**src/rtl/mpd_pkg.sv**
```systemverilog
package mpd_pkg;

  localparam int unsigned SLOT_COUNT = 64;
  localparam int unsigned BITS_W = 15;
  localparam int unsigned CNT_W = 4;
  localparam int unsigned CHAR_W = 7;
  localparam int unsigned WEIGHT_W = 9;
  localparam int unsigned SUM_W = WEIGHT_W + 1;
  localparam logic [CHAR_W-1:0] UNKNOWN_CHAR = 7'h3F;

  typedef struct packed {
    logic [6:0]          bits;
    logic [2:0]          len;
    logic [CHAR_W-1:0]   ch;
    logic [WEIGHT_W-1:0] weight;
  } row_t;

  typedef struct packed {
    logic                hit;
    logic [CHAR_W-1:0]   ch;
    logic [WEIGHT_W-1:0] weight;
  } hit_t;

  typedef struct packed {
    logic              ok;
    logic [CHAR_W-1:0] lch;
    logic [CHAR_W-1:0] rch;
    logic [SUM_W-1:0]  sum;
  } split_t;

  typedef struct packed {
    logic              skip;
    logic              room2;
    logic              exact;
    logic [CHAR_W-1:0] exact_ch;
  } ctl_t;

  function automatic row_t code_row(input logic [5:0] idx);
    row_t r;
    r = '0;
    unique case (idx)
      6'd0:  r = '{7'd0,  3'd1, 7'h45, 9'd321};
      6'd1:  r = '{7'd1,  3'd1, 7'h54, 9'd236};
      6'd2:  r = '{7'd0,  3'd2, 7'h49, 9'd115};
      6'd3:  r = '{7'd2,  3'd2, 7'h41, 9'd127};
      6'd4:  r = '{7'd1,  3'd2, 7'h4E, 9'd103};
      6'd5:  r = '{7'd3,  3'd2, 7'h4D, 9'd48};
      6'd6:  r = '{7'd0,  3'd3, 7'h53, 9'd101};
      6'd7:  r = '{7'd4,  3'd3, 7'h55, 9'd48};
      6'd8:  r = '{7'd2,  3'd3, 7'h52, 9'd84};
      6'd9:  r = '{7'd6,  3'd3, 7'h57, 9'd38};
      6'd10: r = '{7'd1,  3'd3, 7'h44, 9'd68};
      6'd11: r = '{7'd5,  3'd3, 7'h4B, 9'd17};
      6'd12: r = '{7'd3,  3'd3, 7'h47, 9'd31};
      6'd13: r = '{7'd7,  3'd3, 7'h4F, 9'd127};
      6'd14: r = '{7'd0,  3'd4, 7'h48, 9'd103};
      6'd15: r = '{7'd8,  3'd4, 7'h56, 9'd16};
      6'd16: r = '{7'd4,  3'd4, 7'h46, 9'd37};
      6'd17: r = '{7'd2,  3'd4, 7'h4C, 9'd66};
      6'd18: r = '{7'd6,  3'd4, 7'h50, 9'd31};
      6'd19: r = '{7'd14, 3'd4, 7'h4A, 9'd3};
      6'd20: r = '{7'd1,  3'd4, 7'h42, 9'd25};
      6'd21: r = '{7'd9,  3'd4, 7'h58, 9'd3};
      6'd22: r = '{7'd5,  3'd4, 7'h43, 9'd44};
      6'd23: r = '{7'd13, 3'd4, 7'h59, 9'd32};
      6'd24: r = '{7'd3,  3'd4, 7'h5A, 9'd2};
      6'd25: r = '{7'd11, 3'd4, 7'h51, 9'd2};
      6'd26: r = '{7'd30, 3'd5, 7'h31, 9'd10};
      6'd27: r = '{7'd28, 3'd5, 7'h32, 9'd10};
      6'd28: r = '{7'd24, 3'd5, 7'h33, 9'd10};
      6'd29: r = '{7'd16, 3'd5, 7'h34, 9'd10};
      6'd30: r = '{7'd0,  3'd5, 7'h35, 9'd10};
      6'd31: r = '{7'd1,  3'd5, 7'h36, 9'd10};
      6'd32: r = '{7'd3,  3'd5, 7'h37, 9'd10};
      6'd33: r = '{7'd7,  3'd5, 7'h38, 9'd10};
      6'd34: r = '{7'd15, 3'd5, 7'h39, 9'd10};
      6'd35: r = '{7'd31, 3'd5, 7'h30, 9'd10};
      6'd36: r = '{7'd42, 3'd6, 7'h2E, 9'd5};
      6'd37: r = '{7'd51, 3'd6, 7'h2C, 9'd5};
      6'd38: r = '{7'd12, 3'd6, 7'h3F, 9'd5};
      6'd39: r = '{7'd30, 3'd6, 7'h27, 9'd3};
      6'd40: r = '{7'd53, 3'd6, 7'h21, 9'd3};
      6'd41: r = '{7'd9,  3'd5, 7'h2F, 9'd5};
      6'd42: r = '{7'd13, 3'd5, 7'h28, 9'd3};
      6'd43: r = '{7'd45, 3'd6, 7'h29, 9'd3};
      6'd44: r = '{7'd2,  3'd5, 7'h26, 9'd3};
      6'd45: r = '{7'd7,  3'd6, 7'h3A, 9'd3};
      6'd46: r = '{7'd21, 3'd6, 7'h3B, 9'd3};
      6'd47: r = '{7'd17, 3'd5, 7'h3D, 9'd5};
      6'd48: r = '{7'd10, 3'd5, 7'h2B, 9'd3};
      6'd49: r = '{7'd33, 3'd6, 7'h2D, 9'd3};
      6'd50: r = '{7'd44, 3'd6, 7'h5F, 9'd3};
      6'd51: r = '{7'd18, 3'd6, 7'h22, 9'd3};
      6'd52: r = '{7'd72, 3'd7, 7'h24, 9'd3};
      6'd53: r = '{7'd22, 3'd6, 7'h40, 9'd3};
      default: r = '0;
    endcase
    return r;
  endfunction

  // The lowest matching slot wins, so the scan runs from the top down.
  function automatic hit_t lookup(input logic [BITS_W-1:0] bits,
                                  input logic [CNT_W-1:0] len,
                                  input int unsigned entries);
    hit_t h;
    row_t r;
    h = '0;
    for (int i = SLOT_COUNT - 1; i >= 0; i--) begin
      r = code_row(6'(i));
      if (i < entries && r.len != 3'd0 && {1'b0, r.len} == len &&
          {8'd0, r.bits} == bits) begin
        h.hit = 1'b1;
        h.ch = r.ch;
        h.weight = r.weight;
      end
    end
    return h;
  endfunction

endpackage

```
**src/rtl/mpd_match.sv**
```systemverilog
module mpd_match #(
  parameter int MAX_ELEMENTS = 15,
  parameter int TABLE_ENTRIES = 54
) (
  input  logic                                    clk,
  input  logic                                    rst,
  input  logic                                    en,
  input  logic                                    in_valid,
  input  logic [mpd_pkg::BITS_W-1:0]              element_bits,
  input  logic [mpd_pkg::CNT_W-1:0]               element_count,
  input  logic [1:0]                              room,
  output logic                                    out_valid,
  output mpd_pkg::ctl_t                           ctl,
  output mpd_pkg::split_t [MAX_ELEMENTS-2:0]      splits
);

  localparam int NSPLIT = MAX_ELEMENTS - 1;

  logic                          v1;
  logic [mpd_pkg::BITS_W-1:0]    bits1;
  logic [mpd_pkg::CNT_W-1:0]     cnt1;
  logic                          skip1;
  logic                          room21;
  logic [mpd_pkg::CNT_W-1:0]     cnt_next;
  logic [mpd_pkg::BITS_W-1:0]    bits_next;
  mpd_pkg::hit_t                 exact;
  mpd_pkg::split_t [NSPLIT-1:0]  splits_next;

  always_comb begin
    cnt_next = (element_count > mpd_pkg::CNT_W'(MAX_ELEMENTS)) ?
               mpd_pkg::CNT_W'(MAX_ELEMENTS) : element_count;
    bits_next = element_bits & mpd_pkg::BITS_W'((32'd1 << cnt_next) - 32'd1);
  end

  always_ff @(posedge clk) begin
    if (rst) begin
      v1 <= 1'b0;
    end else if (en) begin
      v1 <= in_valid;
    end
    if (en) begin
      bits1 <= bits_next;
      cnt1 <= cnt_next;
      skip1 <= (cnt_next == '0) || (room == 2'd0);
      room21 <= room[1];
    end
  end

  assign exact = mpd_pkg::lookup(bits1, cnt1, TABLE_ENTRIES);

  for (genvar k = 0; k < NSPLIT; k++) begin : g_split
    localparam int P = k + 1;
    localparam logic [mpd_pkg::BITS_W-1:0] LMASK = mpd_pkg::BITS_W'((32'd1 << P) - 32'd1);
    mpd_pkg::hit_t lh;
    mpd_pkg::hit_t rh;
    assign lh = mpd_pkg::lookup(bits1 & LMASK, mpd_pkg::CNT_W'(P), TABLE_ENTRIES);
    assign rh = mpd_pkg::lookup(bits1 >> P, cnt1 - mpd_pkg::CNT_W'(P), TABLE_ENTRIES);
    always_comb begin
      splits_next[k].ok = (mpd_pkg::CNT_W'(P) < cnt1) && lh.hit && rh.hit;
      splits_next[k].lch = lh.ch;
      splits_next[k].rch = rh.ch;
      splits_next[k].sum = {1'b0, lh.weight} + {1'b0, rh.weight};
    end
  end

  always_ff @(posedge clk) begin
    if (rst) begin
      out_valid <= 1'b0;
    end else if (en) begin
      out_valid <= v1;
    end
    if (en) begin
      ctl.skip <= skip1;
      ctl.room2 <= room21;
      ctl.exact <= exact.hit;
      ctl.exact_ch <= exact.ch;
      splits <= splits_next;
    end
  end

endmodule

```
**src/rtl/mpd_pick.sv**
```systemverilog
module mpd_pick #(
  parameter int MAX_ELEMENTS = 15
) (
  input  logic                                clk,
  input  logic                                rst,
  input  logic                                en,
  input  logic                                in_valid,
  input  mpd_pkg::ctl_t                       ctl,
  input  mpd_pkg::split_t [MAX_ELEMENTS-2:0]  splits,
  output logic                                out_valid,
  output logic [1:0]                          char_count,
  output logic [mpd_pkg::CHAR_W-1:0]          first_char,
  output logic [mpd_pkg::CHAR_W-1:0]          second_char
);

  localparam int NSPLIT = MAX_ELEMENTS - 1;
  localparam int HALF = NSPLIT / 2;

  logic            v3;
  mpd_pkg::ctl_t   ctl3;
  mpd_pkg::split_t lo3;
  mpd_pkg::split_t hi3;
  mpd_pkg::split_t lo_next;
  mpd_pkg::split_t hi_next;
  mpd_pkg::split_t best;

  // Earlier splits win ties, so a later one replaces only on a larger sum.
  always_comb begin
    lo_next = '0;
    for (int k = 0; k < HALF; k++) begin
      if (splits[k].ok && (!lo_next.ok || splits[k].sum > lo_next.sum)) begin
        lo_next = splits[k];
      end
    end
    hi_next = '0;
    for (int k = HALF; k < NSPLIT; k++) begin
      if (splits[k].ok && (!hi_next.ok || splits[k].sum > hi_next.sum)) begin
        hi_next = splits[k];
      end
    end
  end

  always_ff @(posedge clk) begin
    if (rst) begin
      v3 <= 1'b0;
    end else if (en) begin
      v3 <= in_valid;
    end
    if (en) begin
      ctl3 <= ctl;
      lo3 <= lo_next;
      hi3 <= hi_next;
    end
  end

  assign best = (hi3.ok && (!lo3.ok || hi3.sum > lo3.sum)) ? hi3 : lo3;

  always_ff @(posedge clk) begin
    if (rst) begin
      out_valid <= 1'b0;
    end else if (en) begin
      out_valid <= v3;
    end
    if (en) begin
      if (ctl3.skip) begin
        char_count <= 2'd0;
        first_char <= '0;
        second_char <= '0;
      end else if (ctl3.exact) begin
        char_count <= 2'd1;
        first_char <= ctl3.exact_ch;
        second_char <= '0;
      end else if (best.ok && ctl3.room2) begin
        char_count <= 2'd2;
        first_char <= best.lch;
        second_char <= best.rch;
      end else begin
        char_count <= 2'd1;
        first_char <= mpd_pkg::UNKNOWN_CHAR;
        second_char <= '0;
      end
    end
  end

endmodule

```
**src/rtl/morse_pattern_decoder_with_split.sv**
```systemverilog
// A beat accepted on s_axis passes the match input, split, pick select and output registers.
// One pattern per cycle unless stalled; a four-register pipeline with one shared enable.
// The pipeline halts as a whole while the output beat waits for m_tready.
// Reset clears only the stage valid bits; data registers are not reset.
module morse_pattern_decoder_with_split #(
  parameter int MAX_ELEMENTS = 15,
  parameter int TABLE_ENTRIES = 54
) (
  input  logic        clk,
  input  logic        rst,
  input  logic        s_tvalid,
  output logic        s_tready,
  // element_bits[14:0], element_count[18:15], room[20:19], zero fill above.
  input  logic [23:0] s_tdata,
  output logic        m_tvalid,
  input  logic        m_tready,
  // char_count[1:0], first_char[8:2], second_char[15:9].
  output logic [15:0] m_tdata
);

  logic                                   en;
  logic                                   v2;
  mpd_pkg::ctl_t                          ctl2;
  mpd_pkg::split_t [MAX_ELEMENTS-2:0]     splits2;
  logic [1:0]                             char_count;
  logic [mpd_pkg::CHAR_W-1:0]             first_char;
  logic [mpd_pkg::CHAR_W-1:0]             second_char;

  assign en = !m_tvalid || m_tready;
  assign s_tready = en;

  mpd_match #(
    .MAX_ELEMENTS (MAX_ELEMENTS),
    .TABLE_ENTRIES(TABLE_ENTRIES)
  ) u_match (
    .clk          (clk),
    .rst          (rst),
    .en           (en),
    .in_valid     (s_tvalid),
    .element_bits (s_tdata[14:0]),
    .element_count(s_tdata[18:15]),
    .room         (s_tdata[20:19]),
    .out_valid    (v2),
    .ctl          (ctl2),
    .splits       (splits2)
  );

  mpd_pick #(
    .MAX_ELEMENTS(MAX_ELEMENTS)
  ) u_pick (
    .clk        (clk),
    .rst        (rst),
    .en         (en),
    .in_valid   (v2),
    .ctl        (ctl2),
    .splits     (splits2),
    .out_valid  (m_tvalid),
    .char_count (char_count),
    .first_char (first_char),
    .second_char(second_char)
  );

  assign m_tdata = {second_char, first_char, char_count};

  a_count_range: assert property (@(posedge clk) disable iff (rst)
    m_tvalid |-> char_count != 2'd3)
    else $error("char_count out of range");

  a_empty_zero: assert property (@(posedge clk) disable iff (rst)
    (m_tvalid && char_count == 2'd0) |-> (first_char == '0 && second_char == '0))
    else $error("empty result carries characters");

  a_single_no_second: assert property (@(posedge clk) disable iff (rst)
    (m_tvalid && char_count == 2'd1) |-> second_char == '0)
    else $error("single result carries a second character");

  a_pair_nonzero: assert property (@(posedge clk) disable iff (rst)
    (m_tvalid && char_count == 2'd2) |-> (first_char != '0 && second_char != '0))
    else $error("pair result with an empty character");

endmodule
```
**config.mk**
```make
export PLATFORM = sky130hd
export DESIGN_NAME = morse_pattern_decoder_with_split
export DESIGN_NICKNAME = d
export VERILOG_FILES = /design/src/rtl/mpd_pkg.sv /design/src/rtl/mpd_match.sv /design/src/rtl/mpd_pick.sv /design/src/rtl/morse_pattern_decoder_with_split.sv
export SDC_FILE = /design/constraint.sdc
export NUM_CORES = 1
export LEC_CHECK = 0
export ABC_AREA = 1
export BUFFER_PORTS_ARGS = -buffer_cell sky130_fd_sc_hd__buf_2
export CELL_PAD_IN_SITES_DETAIL_PLACEMENT = 0
export CELL_PAD_IN_SITES_GLOBAL_PLACEMENT = 2
export CORE_MARGIN = 2
export CORE_UTILIZATION = 41
export CTS_BUF_LIST = sky130_fd_sc_hd__clkbuf_4
export DETAILED_ROUTE_END_ITERATION = 10
export GPL_TIMING_DRIVEN = 0
export MAX_ROUTING_LAYER = met4
export PLACE_DENSITY = 0.95
export REMOVE_ABC_BUFFERS = 1
export SYNTH_ARGS = -nofsm -noshare
export SYNTH_HDL_FRONTEND = slang
export SYNTH_HIERARCHICAL = 1
export SYNTH_SLANG_ARGS = --single-unit
```
**constraint.sdc**
```tcl
create_clock -name clk -period 20 [get_ports clk]
set_input_delay 4 -clock clk [delete_from_list [all_inputs] [get_ports clk]]
set_output_delay 4 -clock clk [all_outputs]
set_load 0.01 [all_outputs]
```
==> results by group, run 1 <==
Setup path
  – Critical-path top delay cell: edfxtp_1
  – CP Launch Type: flip-flop
  – R2R cell count: 62
  – Crit. End Element: flip-flop
  – Data arrival time of the worst path: 16.76 ns
  – Crit-path max FO: 37
  – CP Data Required Time: 20.64 ns
  – Most used cell, CP: nand2_1
  – CP peak stage delay: 1.08 ns
  – Crit Path Class: flip-flop to flip-flop

Global routing
  – Grt ovf: 0
  – Largest net degree at the start of global routing: 72
  – Vias in the first global route: 36900
  – Initial antenna violation count: 20
  – Global-route wire length before repair: 241000 um
  – Tot GR Track Use: 35.8%

Cells and area
  – Footprint of the multi-input gates: 21400 um^2
  – Layout cells sized above 1: 7.89%
  – Most common cell after layout, fill and taps aside: nand2_1
  – Area Overhead vs Synth: 6.71%
  – Nets: 5777
  – Register area: 11500 um^2
  – Most frequent cells in the layout: nand2_1 (1026), nor2_1 (956), inv_1 (794)
  – Final non-filler cell total: 6831
  – Number of fill cells in the layout: 9602

STA
  – Clock skew: 0.110 ns
  – Final Max Tran Viols: 0
  – Period utilization: 80.6%
  – Final setup viols: 0
  – Max transition margin: 14.5%
  – Fmax: 62.0 MHz
  – Hold slack: 0.408 ns
  – Final Hold Viols: 0
  – RSZ-0062 raised after global routing: false
  – Period minus WS final: 16.12 ns
  – Slew at the pin closest to its max-slew limit: 1.28 ns

Clock tree
  – # hold bufs at CTS: 0
  – Clock root cell: clkbuf_4
  – Clk slew on worst S/H paths: 0.07 ns
  – TritonCTS Buffers: 110
  – Setup Fix Bufs, Post-CTS: 0
  – Clock Latency Late Sink: 1.01 ns
  – CTS resizes: 0
  – CTS max path bufs: 3
  – CTS tree: built
  – H-tree depth: 3
  – Clock sinks: 383

Placement
  – GPL Wtd Cong: 1.04
  – PortBufs: 42
  – Placed insts: 6627
  – DP Wirelength: 134000 um

Drt
  – DR iter-0 viols: 5497
  – Met3 routed WL: 19400 um
  – Antenna Nets Post-Route: 0
  – DR WL/cell: 24.3 um
  – Total number of vias: 40000
  – Post-Route M1 WL: 74400 um
  – Total wire length: 166000 um
  – DR vias/cell: 5.85
  – DRC violations left: 0
  – Drt first pass iters: 9
  – Highest layer used for signal routing: met4
  – Met2 routed WL: 66500 um

Logic synthesis
  – Async set or reset register ratio after synthesis: 0%
  – Most used DFF post-synth: edfxtp_1
  – Sequential share of the synthesized area: 31.0%
  – Yosys reg bits: 383
  – Library cells used by synthesis: 78
  – Syn Std Cell Area: 37000 um^2
  – Avg Inst Size Synth: 6.71 um^2
  – Synth warn: 6
  – Number of synthesized flops with an enable pin: 379
  – Cells after Synth: 5514

Floorplanning
  – IO Pins: 46
  – Initial Utilization: 41.2%
  – Die Wd: 304 um
  – Die height: 304 um
  – Site Rows: 110
  – Die area: 92600 um^2
  – Core Footprint: 89700 um^2

Min path
  – HP Class: flip-flop to flip-flop
  – Hold depth: 0

Status
  – Outcome: completed

Power
  – PD cells: 67.6 nW/um^2
  – Peak supply drop: 0.0364 mV
  – Leakage dissipation: 19.5 nW
  – Total chip power: 2.67 mW

Job
  – Max capacitance violation total: 0
registers in the layout (all words and copies together) (netlist names), 2 cells and up:
name,flops
u_match/bits1,15
u_pick/char_count,2
u_match/cnt1,4
u_pick/second_char,7
u_pick/hi3,25
u_pick/lo3,25
u_pick/first_char,7
u_match/ctl,10
u_match/splits,272
u_pick/ctl3,10
kinds of logic (layout without fill, tap and decap cells):
family          after synthesis  after routing  share of synthesized area, %
simple gates               3290           3290                          40.5
fa+ha+maj                   186            186                          6.41
buf+inv                    1070           1117                          12.1
other cells                   2             96                        0.0203
flops                       383            383                          31.0
compound gates              545            545                          9.09
xor+xnor                     38             38                         0.920
through the flow:
stage / setup slack (ns) / TNS [ns] / utilization (%) / area, um^2
global route: 2.41 / 0 / 44.0 / 39500
finish: 3.88 / 0 / 44.0 / 39500
floorplan: 3.86 / 0 / - / 36100
detailed placement: 3.77 / 0 / 42.3 / 38000
global placement: -1.11 / -1.11 / 42.1 / 37800
CTS: 3.64 / 0 / 43.9 / 39400
worst max-delay path: cells and delay by family (launching register included):
kind,cells,cell delay (ns)
and+or+nand+nor,44,9.03
buffers and inverters,4,2.46
adders and majority gates,6,1.97
AOI/OAI and AO/OA,8,1.11
DFF,1,1.08
per-layer routing:
| layer | vias to the layer above | GRT usage [%] |
|---|---|---|
| li1 | 18600 | - |
| met3 | 347 | 8.75 |
| met1 | 18700 | 51.5 |
| met5 | - | - |
| met2 | 2257 | 49.0 |
| met4 | 0 | 11.1 |
path summary, 6_finish.rpt:
| kind | from | endpoint | slack (ns) |
|---|---|---|---|
| worst max-delay path | u_match/splits[24] | u_pick/lo3[9] | 3.88 |
| worst min-delay path | u_match/skip1 | u_match/ctl[9] | 0.41 |
| worst min register to register | u_match/skip1 | u_match/ctl[9] | 0.41 |
| worst max register to register | u_match/splits[24] | u_pick/lo3[9] | 3.88 |
power breakdown:
| group | switching, mW | internal [mW] | total [mW] |
|---|---|---|---|
| Combinational | 0.567 | 0.238 | 0.805 |
| Sequential | 0.0633 | 0.999 | 1.06 |
| Clock | 0.382 | 0.418 | 0.800 |
cell usage after synthesis, drive strengths merged (23+ instances only):
cell | instances | area share [%]
nand2 | 1063 | 11
nor2 | 999 | 11
inv | 866 | 8.8
nand3 | 488 | 6.8
edfxtp | 379 | 31
nor3 | 264 | 3.6
nand4 | 201 | 3.4
ha | 180 | 6.1
o21ai | 180 | 2.5
a21oi | 167 | 2.3
buf | 147 | 2.7
nor4 | 126 | 2.2
or2 | 54 | 0.91
clkbuf | 44 | 0.45
o211ai | 44 | 0.89
o2111ai | 43 | 1.1
and2 | 38 | 0.64
xor2 | 30 | 0.73
nand3b | 26 | 0.53
a31oi | 23 | 0.39
area by class of cell:
class | instances | share of cell area [%]
Antenna cell | 13 | 0.0824
Clock buffer | 153 | 2.91
Clock inverter | 38 | 0.808
Inverter | 879 | 8.39
Multi-Input combinational cell | 4142 | 54.2
Sequential cell | 383 | 29.0
Tap cell | 1176 | 3.73
Timing Repair Buffer | 47 | 0.881
(Power assumes the default switching activity.)
==> run 2: changes to the inputs <==
Settings changed: CORE_UTILIZATION 41 to 38, PLACE_DENSITY 0.95 to 0.9.
Clock period 20 ns to 16.7 ns, I/O delays scaled along.
==> results by group, run 2 (synthesis results as in run 1) <==
Min path
  – HP Class: flip-flop to flip-flop

Cells and area
  – Final instance area: 39500 um^2 (+0.14%)
  – Most common cell after layout, fill and taps aside: nand2_1
  – Footprint of the multi-input gates: 21400 um^2 (about the same)
  – Nets: 5783 (+0.10%)
  – Number of fill cells in the layout: 10500 (+9.3%)
  – Register area: 11500 um^2 (unchanged)
  – Most frequent cells in the layout: nand2_1 (1026), nor2_1 (956), inv_1 (794)
  – Area Overhead vs Synth: 6.86%
  – Most flops, register: u_match/splits
  – Top Registers: u_match/splits: 272 flops, u_pick/hi3: 25 flops, u_pick/lo3: 25 flops
  – Layout cells sized above 1: 7.73% (-0.15 points)
  – Max FFs per register: 272 (unchanged)
  – Util after Layout: 40.9% (-3.1 points)
  – Final non-filler cell total: 6936 (+1.5%)

Global routing
  – Global-route wire length before repair: 244000 um (+0.92%)
  – Initial antenna violation count: 17 (-15%)
  – Vias in the first global route: 36900 (+0.073%)
  – Grt ovf: 0 (unchanged)
  – Tot GR Track Use: 33.9% (-1.9 points)
  – Largest net degree at the start of global routing: 72 (unchanged)

Setup path
  – Crit-path max FO: 37 (unchanged)
  – CP peak stage delay: 0.86 ns (-0.22 ns)
  – CP Launch Type: flip-flop
  – CP Data Required Time: 17.39 ns (-3.25 ns)
  – Critical-path top delay cell: edfxtp_1
  – Data arrival time of the worst path: 15.84 ns (-0.92 ns)
  – Crit Path Class: flip-flop to flip-flop
  – Crit. End Element: flip-flop
  – Most used cell, CP: nand2_1

Clock tree
  – Clock sinks: 383 (unchanged)
  – H-tree depth: 3 (unchanged)
  – # hold bufs at CTS: 0 (unchanged)
  – CTS max path bufs: 3 (unchanged)
  – Clk slew on worst S/H paths: 0.06 ns (about the same)
  – CTS tree: built
  – Clock Latency Late Sink: 1.01 ns (about the same)
  – TritonCTS Buffers: 112 (+1.8%)
  – Clock root cell: clkbuf_4

STA
  – Period utilization: 90.7% (+10 points)
  – Hold slack: 0.398 ns (-0.0103 ns)
  – Clock skew: 0.0929 ns (-0.0168 ns)
  – Period minus WS final: 15.15 ns (-0.966 ns)
  – Final Max Tran Viols: 0 (unchanged)
  – Crit path setup slack, layout: 1.55 ns (-2.33 ns)
  – Final Hold Viols: 0 (unchanged)
  – Fmax: 66.0 MHz (+6.4%)
  – RSZ-0062 raised after global routing: false
  – Fin Setup TNS: 0 ns (unchanged)
  – Final setup viols: 0 (unchanged)
  – Slew at the pin closest to its max-slew limit: 1.23 ns (-0.0498 ns)
  – Max transition margin: 17.8% (+3.3 points)

Floorplanning
  – Initial Utilization: 38.3% (-2.9 points)
  – Site Rows: 114 (+3.6%)
  – IO Pins: 46 (unchanged)
  – Die height: 316 um (+3.8%)
  – Die area: 99900 um^2 (+7.8%)
  – Die Wd: 316 um (+3.8%)
  – Core Footprint: 96600 um^2 (+7.6%)

Drt
  – DRC violations left: 0 (unchanged)
  – Total wire length: 167000 um (+0.83%)
  – Total number of vias: 39700 (-0.69%)
  – DR vias/cell: 5.72 (-2.2%)
  – DR iter-0 viols: 5123 (-6.8%)
  – Antenna Nets Post-Route: 0 (unchanged)
  – DR WL/cell: 24.1 um (-0.69%)
  – Drt first pass iters: 6 (-3)

Power
  – PD cells: 78.5 nW/um^2 (+16%)
  – Total chip power: 3.10 mW (+16%)
  – Peak supply drop: 0.0513 mV (+41%)
  – Leakage dissipation: 19.4 nW (-0.18%)

Placement
  – Placement Setup Slack: -0.198 ns (-3.96 ns)
  – DP Wirelength: 135000 um (+0.89%)
  – Placed insts: 6730 (+1.6%)
  – PortBufs: 42 (unchanged)
  – GPL Wtd Cong: 1.05 (+0.62%)
  – Placed cell area: 38200 um^2 (+0.48%)

Status
  – Outcome: completed

Job
  – Max capacitance violation total: 0 (unchanged)
-- run 2: layer usage --
metal	vias to the layer above	track usage (%)	routed length, um
li1	18600	-	-
met1	18700	49.2	77400
met2	2051	47.1	68000
met4	0	9.66	4650
met5	-	-	0
met3	290	6.91	17100
-- run 2: what timing repair did --
| item | in CTS | in global routing |
|---|---|---|
| gates resized for setup | 1 | 2 |
| endpoints found under the hold margin | 0 | 0 |
| cloned | 0 | 0 |
| endpoints found under the setup margin | 14 | 24 |
| pin swaps | 0 | 0 |
| setup buffers | 0 | 1 |
-- run 2: power breakdown --
| group | internal [mW] | leakage, nW | total, mW | switching [mW] |
|---|---|---|---|---|
| Combinational | 0.285 | 14.2 | 0.962 | 0.676 |
| Sequential | 1.20 | 4.46 | 1.27 | 0.0757 |
| Clock | 0.403 | 0.785 | 0.868 | 0.465 |
| Total | 1.88 | 19.4 | 3.10 | 1.22 |
-- run 2: critical path, delay by kind of cell, from the launching register on --
kind / cells / cell delay, ns
compound gates: 9 / 1.59
fa+ha+maj: 6 / 1.77
buf+inv: 7 / 2.13
flops: 1 / 0.86
simple gates: 42 / 8.39
-- run 2: worst paths after layout --
path / start / endpoint / slack (ns) / cells past startpoint
max: u_match/splits[24] / u_pick/lo3[14] / 1.55 / 64
min: u_match/ctl[3] / u_pick/ctl3[3] / 0.40 / 0
max reg2reg: u_match/splits[24] / u_pick/lo3[14] / 1.55 / 64
min reg2reg: u_match/ctl[3] / u_pick/ctl3[3] / 0.40 / 0
-- run 2: layout make-up --
cell class              instances  area share (%)
multi-input cells            4142            54.1
flip-flops and latches        383            29.0
inverters                     879            8.38
well taps                    1276            4.04
clock buffers                 141            2.68
repair buffers                 51            1.09
clock inverters                54           0.677
diodes                         10          0.0633
